## src/hw/rtl/assert_macros.svh

```systemverilog
// Assertion helpers shared by the RTL.
`ifndef ASSERT_MACROS_SVH
`define ASSERT_MACROS_SVH

// Invariant checked on every clock edge out of reset.
`define ASSERT_ALWAYS(label, expr, msg) \
    label: assert property (@(posedge i_clk) disable iff (!i_rst_n) (expr)) else $error(msg);

// Same-cycle implication checked out of reset.
`define ASSERT_IMPLY(label, ante, cons, msg) \
    label: assert property (@(posedge i_clk) disable iff (!i_rst_n) (ante) |-> (cons)) \
        else $error(msg);

`endif

```

## src/hw/rtl/sfbm_pkg.sv

```systemverilog
package sfbm_pkg;

    localparam int NUM_SLOTS  = 512;
    localparam int MAX_HOPS   = 8;
    localparam int SLOT_W     = $clog2(NUM_SLOTS);
    localparam int CNT_W      = 10;
    localparam int BUSY_W     = 8;
    localparam int HOPS_W     = 4;
    localparam int CFG_IDX_W  = 1;
    localparam int CFG_DATA_W = 10;
    localparam int HOP_CAP    = (MAX_HOPS < BUSY_W) ? MAX_HOPS : BUSY_W;

    localparam logic [CNT_W-1:0] CNT_MAX = '1;

    localparam logic [CFG_IDX_W-1:0] REG_CALL_SIZE = 1'd0;
    localparam logic [CFG_IDX_W-1:0] REG_HOP_COUNT = 1'd1;

    typedef struct packed {
        logic [CNT_W-1:0]  call_size;
        logic [HOPS_W-1:0] hop_count;
    } t_cfg;

    typedef struct packed {
        logic              fit_found;
        logic [SLOT_W-1:0] fit_start;
        logic [CNT_W-1:0]  placement_count;
        logic [CNT_W-1:0]  simultaneous_count;
        logic [CNT_W-1:0]  largest_block;
        logic [CNT_W-1:0]  free_total;
    } t_result;

    function automatic logic [CNT_W-1:0] sat_inc(input logic [CNT_W-1:0] v);
        return (v == CNT_MAX) ? v : v + 1'b1;
    endfunction

endpackage

```

## src/hw/rtl/spectrum_free_block_metrics.sv

```systemverilog
// A last_slot beat passes the input register, then the result register on o_out_*.
// Throughput: one slot beat per cycle; the output register lets new beats in while
// a result waits to be taken; a beat carrying last_slot stalls until it is taken.
// Reset: synchronous, active low; call_size and hop_count return to 1 and all
// scan counters clear.
`include "assert_macros.svh"

module spectrum_free_block_metrics
    import sfbm_pkg::*;
(
    input  logic                  i_clk,
    input  logic                  i_rst_n,

    input  logic                  i_cfg_valid,
    output logic                  o_cfg_ready,
    input  logic [CFG_IDX_W-1:0]  i_cfg_index,
    input  logic [CFG_DATA_W-1:0] i_cfg_data,

    input  logic                  i_in_valid,
    output logic                  o_in_ready,
    input  logic [BUSY_W-1:0]     i_hop_busy,
    input  logic                  i_last_slot,

    output logic                  o_out_valid,
    input  logic                  i_out_ready,
    output logic                  o_fit_found,
    output logic [SLOT_W-1:0]     o_fit_start,
    output logic [CNT_W-1:0]      o_placement_count,
    output logic [CNT_W-1:0]      o_simultaneous_count,
    output logic [CNT_W-1:0]      o_largest_block,
    output logic [CNT_W-1:0]      o_free_total
);

    t_cfg              r_cfg;
    logic              r_in_valid;
    logic [BUSY_W-1:0] r_busy;
    logic              r_last;
    logic              r_out_valid;
    t_result           r_result;
    t_result           scan_result;
    logic              out_free;
    logic              step;

    assign o_cfg_ready = 1'b1;

    always_ff @(posedge i_clk) begin
        if (!i_rst_n) begin
            r_cfg.call_size <= CNT_W'(1);
            r_cfg.hop_count <= HOPS_W'(1);
        end else if (i_cfg_valid) begin
            case (i_cfg_index)
                REG_CALL_SIZE: r_cfg.call_size <= i_cfg_data[CNT_W-1:0];
                REG_HOP_COUNT: r_cfg.hop_count <= i_cfg_data[HOPS_W-1:0];
                default: ;
            endcase
        end
    end

    assign out_free   = !r_out_valid || i_out_ready;
    assign step       = r_in_valid && (!r_last || out_free);
    assign o_in_ready = !r_in_valid || step;

    always_ff @(posedge i_clk) begin
        if (!i_rst_n) begin
            r_in_valid <= 1'b0;
        end else if (o_in_ready) begin
            r_in_valid <= i_in_valid;
        end
    end

    always_ff @(posedge i_clk) begin
        if (o_in_ready && i_in_valid) begin
            r_busy <= i_hop_busy;
            r_last <= i_last_slot;
        end
    end

    sfbm_scan u_scan (
        .i_clk    (i_clk),
        .i_rst_n  (i_rst_n),
        .i_step   (step),
        .i_busy   (r_busy),
        .i_last   (r_last),
        .i_cfg    (r_cfg),
        .o_result (scan_result)
    );

    always_ff @(posedge i_clk) begin
        if (!i_rst_n) begin
            r_out_valid <= 1'b0;
        end else if (step && r_last) begin
            r_out_valid <= 1'b1;
        end else if (i_out_ready) begin
            r_out_valid <= 1'b0;
        end
    end

    always_ff @(posedge i_clk) begin
        if (step && r_last) begin
            r_result <= scan_result;
        end
    end

    assign o_out_valid          = r_out_valid;
    assign o_fit_found          = r_result.fit_found;
    assign o_fit_start          = r_result.fit_start;
    assign o_placement_count    = r_result.placement_count;
    assign o_simultaneous_count = r_result.simultaneous_count;
    assign o_largest_block      = r_result.largest_block;
    assign o_free_total         = r_result.free_total;

    `ASSERT_IMPLY(a_no_fit_zero_start, o_out_valid && !o_fit_found, o_fit_start == '0, "start set without fit")
    `ASSERT_IMPLY(a_largest_within_free, o_out_valid, o_largest_block <= o_free_total, "largest block above free total")
    `ASSERT_IMPLY(a_fit_counts, o_out_valid && o_fit_found, (o_placement_count != '0) && (o_simultaneous_count != '0), "fit without counts")

endmodule

```

## src/hw/rtl/sfbm_scan.sv

```systemverilog
`include "assert_macros.svh"

module sfbm_scan
    import sfbm_pkg::*;
(
    input  logic              i_clk,
    input  logic              i_rst_n,
    input  logic              i_step,
    input  logic [BUSY_W-1:0] i_busy,
    input  logic              i_last,
    input  t_cfg              i_cfg,
    output t_result           o_result
);

    logic [SLOT_W-1:0] r_pos,     n_pos;
    logic [CNT_W-1:0]  r_run,     n_run;
    logic [CNT_W-1:0]  r_wrap,    n_wrap;
    logic [CNT_W-1:0]  r_place,   n_place;
    logic [CNT_W-1:0]  r_sim,     n_sim;
    logic [CNT_W-1:0]  r_longest, n_longest;
    logic [CNT_W-1:0]  r_free,    n_free;
    logic              r_found,   n_found;
    logic [SLOT_W-1:0] r_start,   n_start;

    logic [CNT_W-1:0]  size;
    logic [CNT_W-1:0]  size_m1;
    logic [HOPS_W-1:0] hops;
    logic [BUSY_W-1:0] mask;
    logic              slot_free;
    logic [CNT_W-1:0]  wrap_inc;
    logic [SLOT_W-1:0] back;
    logic [SLOT_W:0]   start_sum;
    logic [SLOT_W-1:0] start_pos;

    always_comb begin
        size    = (i_cfg.call_size == '0) ? CNT_W'(1) : i_cfg.call_size;
        size_m1 = size - 1'b1;
        hops    = (i_cfg.hop_count > HOPS_W'(HOP_CAP)) ? HOPS_W'(HOP_CAP) : i_cfg.hop_count;
        for (int h = 0; h < BUSY_W; h++) begin
            mask[h] = (HOPS_W'(h) < hops);
        end
        slot_free = ((i_busy & mask) == '0);

        // start = (pos - (size - 1)) modulo the spectrum width
        back      = SLOT_W'(size_m1 % NUM_SLOTS);
        start_sum = {1'b0, r_pos} + (SLOT_W+1)'(NUM_SLOTS) - {1'b0, back};
        start_pos = (start_sum >= (SLOT_W+1)'(NUM_SLOTS))
                    ? SLOT_W'(start_sum - (SLOT_W+1)'(NUM_SLOTS))
                    : SLOT_W'(start_sum);
    end

    always_comb begin
        n_run     = r_run;
        n_wrap    = r_wrap;
        n_place   = r_place;
        n_sim     = r_sim;
        n_longest = r_longest;
        n_free    = r_free;
        n_found   = r_found;
        n_start   = r_start;
        wrap_inc  = sat_inc(r_wrap);
        n_pos     = (r_pos == SLOT_W'(NUM_SLOTS - 1)) ? '0 : r_pos + 1'b1;

        if (slot_free) begin
            n_run     = sat_inc(r_run);
            n_free    = sat_inc(r_free);
            n_longest = (n_run > r_longest) ? n_run : r_longest;
            if (n_run >= size) begin
                n_place = sat_inc(r_place);
            end
            if (wrap_inc >= size) begin
                n_sim  = sat_inc(r_sim);
                n_wrap = '0;
            end else begin
                n_wrap = wrap_inc;
            end
            if (!r_found && (n_run == size)) begin
                n_found = 1'b1;
                n_start = start_pos;
            end
        end else begin
            n_run  = '0;
            n_wrap = '0;
        end

        o_result.fit_found          = n_found;
        o_result.fit_start          = n_found ? n_start : '0;
        o_result.placement_count    = n_place;
        o_result.simultaneous_count = n_sim;
        o_result.largest_block      = n_longest;
        o_result.free_total         = n_free;
    end

    always_ff @(posedge i_clk) begin
        if (!i_rst_n || (i_step && i_last)) begin
            r_pos     <= '0;
            r_run     <= '0;
            r_wrap    <= '0;
            r_place   <= '0;
            r_sim     <= '0;
            r_longest <= '0;
            r_free    <= '0;
            r_found   <= 1'b0;
            r_start   <= '0;
        end else if (i_step) begin
            r_pos     <= n_pos;
            r_run     <= n_run;
            r_wrap    <= n_wrap;
            r_place   <= n_place;
            r_sim     <= n_sim;
            r_longest <= n_longest;
            r_free    <= n_free;
            r_found   <= n_found;
            r_start   <= n_start;
        end
    end

    `ASSERT_ALWAYS(a_longest_covers_run, r_longest >= r_run, "longest run below current run")
    `ASSERT_ALWAYS(a_wrap_within_run, r_wrap <= r_run, "wrap counter exceeds current run")
    `ASSERT_ALWAYS(a_free_covers_longest, r_free >= r_longest, "free total below longest run")

endmodule
```

## config.mk

```make
export PLATFORM = sky130hd
export DESIGN_NAME = spectrum_free_block_metrics
export DESIGN_NICKNAME = d
export VERILOG_FILES = /design/src/hw/rtl/sfbm_pkg.sv /design/src/hw/rtl/spectrum_free_block_metrics.sv /design/src/hw/rtl/sfbm_scan.sv
export VERILOG_INCLUDE_DIRS = /design/src /design/src/hw/rtl
export SDC_FILE = /design/constraint.sdc
export NUM_CORES = 1
export LEC_CHECK = 0
export ABC_AREA = 1
export ABC_CLOCK_PERIOD_IN_PS = 5500
export BUFFER_PORTS_ARGS = -buffer_cell sky130_fd_sc_hd__buf_2
export CAP_MARGIN = 40
export CORE_MARGIN = 4
export CORE_UTILIZATION = 25
export CTS_BUF_LIST = sky130_fd_sc_hd__clkbuf_16
export DETAILED_ROUTE_END_ITERATION = 10
export GPL_TIMING_DRIVEN = 0
export PLACE_DENSITY = 0.42
export SETUP_SLACK_MARGIN = 0.4
export SYNTH_ARGS = -nofsm -noshare
export SYNTH_HDL_FRONTEND = slang
export SYNTH_HIERARCHICAL = 1
export SYNTH_SLANG_ARGS = --single-unit
export TNS_END_PERCENT = 5
```

## constraint.sdc

```tcl
create_clock -name i_clk -period 5.5 [get_ports i_clk]
set_clock_uncertainty 0.1 [all_clocks]
set_input_delay 1.1 -clock i_clk [delete_from_list [all_inputs] [get_ports i_clk]]
set_output_delay 1.1 -clock i_clk [all_outputs]
set_load 0.05 [all_outputs]
```

==> results.py <==
metrics = {
    "timing": {
        "slew_viol_final": 0,
        "maximum_clock_frequency_ghz": 0.263,
        "post_route_clock_period_utilization_pct": 69.1,
        "final.setup.worst_slack_ns": 1.70,
        "worstMarginPinSlew_ns": 0.877,
        "rsz0062_at_grt": "no",
        "timing.final.setup_violations": 0,
        "slew-limit-headroom_pct": 41.0,
        "final.hold.worst_slack_ns": 0.402,
        "setup_tns_ns": 0,
        "fin_crit_ns": 3.80,
        "finalHoldViolCount": 0,
    },
    "clock_tree": {
        "post_cts.resized_instances": 0,
        "htree_num_levels": 4,
        "max-clock-path-buffers": 2,
        "clockRootBuffer": "sky130_fd_sc_hd__clkbuf_16",
        "tritoncts_buffers": 17,
        "cts.hold.buffers_added": 0,
        "clock_tree_from_tritoncts": "done",
        "insertion_delay_ns": 0.44,
        "tritoncts_num_sinks": 154,
        "clk_transition_reported_paths_ns": 0.07,
        "post_cts_buffers": 0,
    },
    "grt": {
        "grt_antenna_before_repair": 0,
        "grt_pass1_vias": 7138,
        "global_route.overflow_total": 0,
        "wire_length_of_the_first_global_routing_pass_um": 38400,
        "grt_util_all_layers_pct": 12.7,
        "grt_start_max_net_pins": 40,
    },
    "worst_setup_path": {
        "worst-r2r-cell-count": 17,
        "critPathMostFrequentCell": "sky130_fd_sc_hd__nand2_1",
        "crit_arrival_ns": 3.88,
        "cell_at_the_slowest_stage_of_the_critical_path": "sky130_fd_sc_hd__nor4_2",
        "r2r_setup_slack_ns": 1.70,
        "cp_data_required_time_ns": 5.58,
        "startpoint_type": "flip-flop",
        "crit_path_end_kind": "flip-flop",
        "timing.critical_path.max_delay_family": "simple AND/OR/NAND/NOR gates",
        "number_of_buffer_and_inverter_stages_on_the_critical_path": 1,
        "worstSetupPathType": "flip-flop to flip-flop",
        "worstReg2RegStart": "u_scan/r_run[0]$_SDFFE_PP0P_",
        "timing.critical_path.slowest_cell_delay_ns": 0.67,
        "timing.critical_path.fanout_max": 10,
        "cell_chain_of_the_critical_path": "ha_1 > nand2_1 > nor2_4 > nand3_4 > nand3b_1 > nor2_1 > xor2_1 > ha_1 > a21oi_1 > nor2_1 > nor4_2 > nand2_4 > buf_6 > nand2_1 > nand2_1 > nand2_2 > nand2_1",
        "reg2reg_to": "o_placement_count[2]$_DFFE_PP_",
    },
    "routing": {
        "via_per_inst": 4.35,
        "drtIter0Drc": 337,
        "drt-met1-wl_um": 11700,
        "detailroute.via_count": 7304,
        "highest_layer": "met4",
        "route.detailed.wl_per_inst_um": 14.1,
        "met2_length_um": 11000,
        "detailroute.wirelength.met3_um": 817,
        "remaining_drc_errors": 0,
        "dr.pass1.iters": 5,
        "count_of_nets_left_with_antenna_violations_after_detail_routing": 0,
        "route.final.wire_length_um": 23600,
    },
    "floorplan": {
        "design.die.area_um2": 37500,
        "die_width_um": 194,
        "fp.dieH_um": 194,
        "row_count": 67,
        "initial_standard_cell_utilization_of_the_core_pct": 25.5,
        "core_um2": 33800,
        "io-pin-count": 78,
    },
    "yosys": {
        "synth.area.mux_share_pct": 0.247,
        "number_of_nets_in_the_synthesized_netlist": 1190,
        "syn-cell-area_um2": 8610,
        "synthArstFlopShare_pct": 0,
        "synth_area_per_cell_um2": 7.67,
        "post_synth_inst_count": 1122,
        "post-synth-top-area-fraction_pct": 22.1,
        "flops_latches_synth": 154,
        "largest_family_of_logic_cells_by_synthesized_area": "simple AND/OR/NAND/NOR gates",
        "xor_and_xnor_fraction_of_the_mapped_netlist_area_pct": 2.95,
        "synthAdderAreaFrac_pct": 6.34,
        "synth-seq-area-share_pct": 42.7,
        "synth-simple-area-share_pct": 26.6,
        "yosys.cell_types.count": 51,
        "synth_compound_gate_area_share_pct": 12.2,
        "number_of_enable_flip_flop_cells_after_synthesis": 59,
        "synth_top_area_cell": "sky130_fd_sc_hd__dfxtp_1",
        "synthesis.yosys.warnings": 6,
        "netlist_top_cells_area": "sky130_fd_sc_hd__dfxtp_1 22%, sky130_fd_sc_hd__edfxtp_1 21%, sky130_fd_sc_hd__nand2_1 12%",
        "postSynth.topFlopCell": "sky130_fd_sc_hd__dfxtp_1",
    },
    "power": {
        "static-leakage-power_uw": 0.00451,
        "p_seq_share_pct": 43.6,
        "power-per-cell-area_nw_per_um2": 286,
        "internal_power_uw": 2040,
        "switch_pwr_uw": 860,
        "power.share.combinational_pct": 15.0,
        "vdd_ir_drop_max_uv": 223,
        "power.clock.fraction_pct": 41.3,
        "sw_frac_of_total_pct": 29.6,
    },
    "status": {
        "outcome": "complete, no violations",
    },
    "job": {
        "drv.max_cap_violation_count": 0,
    },
    "place": {
        "routabilityCongestion": 0.808,
        "io_buffer_count": 76,
        "detailedPlacementHpwl_um": 17800,
        "detailedPlace.worstSlack_ns": 1.74,
    },
    "layout": {
        "layout.core_utilization_pct": 30.1,
        "drive_above_1_share_pct": 14.2,
        "final_nets": 1286,
        "multi_input_comb_area_um2": 4170,
        "insertedDiodeCount": 0,
        "area_growth_pct": 18.1,
        "n_fill_cell": 3661,
        "layout.area.seq_um2": 3670,
    },
    "min_path": {
        "hp-start": "u_scan/r_run[1]$_SDFFE_PP0P_",
        "min_path_type": "flip-flop to flip-flop",
        "whs_path_depth": 2,
        "hold-path-endpoint": "u_scan/r_run[1]$_SDFFE_PP0P_",
    },
}
## stage by stage
stage,power (uW),cell area (um2),cells
3_5_place_dp,1730,9570,1647
3_3_place_gp,1730,9550,1646
2_1_floorplan,1600,8610,1122
5_1_grt,3060,10200,1679
6_report,2900,10200,1679
4_1_cts,2950,10200,1679
## worst max-delay path by stage
stage | from | endpoint | depth (start not counted)
2_1_floorplan | u_scan/r_run[0]$_SDFFE_PP0P_ | o_placement_count[2]$_DFFE_PP_ | 17
5_1_grt | u_scan/r_run[0]$_SDFFE_PP0P_ | o_placement_count[2]$_DFFE_PP_ | 17
6_report | u_scan/r_run[0]$_SDFFE_PP0P_ | o_placement_count[2]$_DFFE_PP_ | 17
4_1_cts | u_scan/r_run[0]$_SDFFE_PP0P_ | o_placement_count[2]$_DFFE_PP_ | 17
3_3_place_gp | u_scan/r_run[0]$_SDFFE_PP0P_ | o_placement_count[2]$_DFFE_PP_ | 17
3_5_place_dp | u_scan/r_run[0]$_SDFFE_PP0P_ | o_placement_count[2]$_DFFE_PP_ | 17
## layer usage
layer  up-vias  GRT usage [%]
met2       110           21.1
met3         9           2.85
met5         -              0
met4         0           2.60
li1       3862              -
met1      3323           17.0
## synth_stat cells, types with 8 or more instances
master and number:
sky130_fd_sc_hd__a21oi_1 99, sky130_fd_sc_hd__clkbuf_1 18, sky130_fd_sc_hd__dfxtp_1 95, sky130_fd_sc_hd__edfxtp_1 59, sky130_fd_sc_hd__ha_1 42, sky130_fd_sc_hd__inv_1 155, sky130_fd_sc_hd__nand2_1 264, sky130_fd_sc_hd__nand2_2 10
sky130_fd_sc_hd__nand3_1 62, sky130_fd_sc_hd__nand3_2 9, sky130_fd_sc_hd__nand4_1 13, sky130_fd_sc_hd__nor2_1 97, sky130_fd_sc_hd__nor3_1 16, sky130_fd_sc_hd__o21ai_0 48, sky130_fd_sc_hd__o21ai_1 23, sky130_fd_sc_hd__xnor2_1 8
sky130_fd_sc_hd__xor2_1 21
## registers in the layout (all words and copies together) (netlist names), 8 cells and up
signal                cells
o_free_total             10
u_scan/r_free            10
r_busy                    8
o_fit_start               9
u_scan/r_start            9
u_scan/r_sim             10
u_scan/r_place           10
u_scan/r_run             10
u_scan/r_pos              9
u_scan/r_longest         10
o_simultaneous_count     10
r_cfg                    14
o_placement_count        10
o_largest_block          10
u_scan/r_wrap            10
## tightest hold or removal path, cell delays in order, from the launching register on
cell	delay [ns]
sky130_fd_sc_hd__dfxtp_1	0.34
sky130_fd_sc_hd__nand2_1	0.07
sky130_fd_sc_hd__a21oi_1	0.05
## layout make-up
cell class	instances	area share, %
Buffer	31	1.59
Clock buffer	19	4.68
Clock inverter	13	1.16
Inverter	162	5.98
Multi-Input combinational cell	775	41.0
Sequential cell	154	36.1
Tap cell	448	5.52
Timing Repair Buffer	77	3.94
## cell usage in the layout (no fill, tap or decap), types with 4 or more instances in the layout
master / Yosys / routed
sky130_fd_sc_hd__nand3_1: 62 / 62
sky130_fd_sc_hd__nand3_2: 9 / 9
sky130_fd_sc_hd__nand2_4: 4 / 4
sky130_fd_sc_hd__nor4_1: 5 / 5
sky130_fd_sc_hd__a31oi_1: 5 / 5
sky130_fd_sc_hd__nand2_2: 10 / 10
sky130_fd_sc_hd__inv_1: 155 / 157
sky130_fd_sc_hd__ha_1: 42 / 42
sky130_fd_sc_hd__nor3_1: 16 / 16
sky130_fd_sc_hd__nand4_1: 13 / 13
sky130_fd_sc_hd__o21ai_2: 6 / 6
sky130_fd_sc_hd__buf_6: 4 / 4
sky130_fd_sc_hd__clkinvlp_4: 0 / 4
sky130_fd_sc_hd__xnor2_1: 8 / 8
sky130_fd_sc_hd__clkbuf_16: 0 / 19
sky130_fd_sc_hd__dfxtp_1: 95 / 95
sky130_fd_sc_hd__nor2_2: 5 / 5
sky130_fd_sc_hd__o21ai_1: 23 / 23
sky130_fd_sc_hd__inv_2: 6 / 7
sky130_fd_sc_hd__nand2_1: 264 / 264
sky130_fd_sc_hd__o21ai_0: 48 / 48
sky130_fd_sc_hd__a21oi_1: 99 / 99
sky130_fd_sc_hd__nor2_1: 97 / 97
sky130_fd_sc_hd__edfxtp_1: 59 / 59
sky130_fd_sc_hd__xor2_1: 21 / 21
sky130_fd_sc_hd__clkbuf_1: 18 / 18
sky130_fd_sc_hd__buf_2: 6 / 82
## power by group through the flow
| stage | clock, uW | combinational (uW) | sequential (uW) |
|---|---|---|---|
| 2_1_floorplan | 0 | 274 | 1320 |
| 3_3_place_gp | 0 | 439 | 1290 |
| 3_5_place_dp | 0 | 441 | 1290 |
| 4_1_cts | 1240 | 443 | 1270 |
| 5_1_grt | 1300 | 490 | 1270 |
| 6_report | 1200 | 436 | 1270 |
## kinds of logic after synthesis
kind of cell,count (synthesis)
adders and majority gates,43
buffers and inverters,193
muxes,2
DFF,154
xor gates and xnor gates,29
other,1
and+or+nand+nor,504
AOI/OAI and AO/OA,196
(Power assumes the default switching activity.)
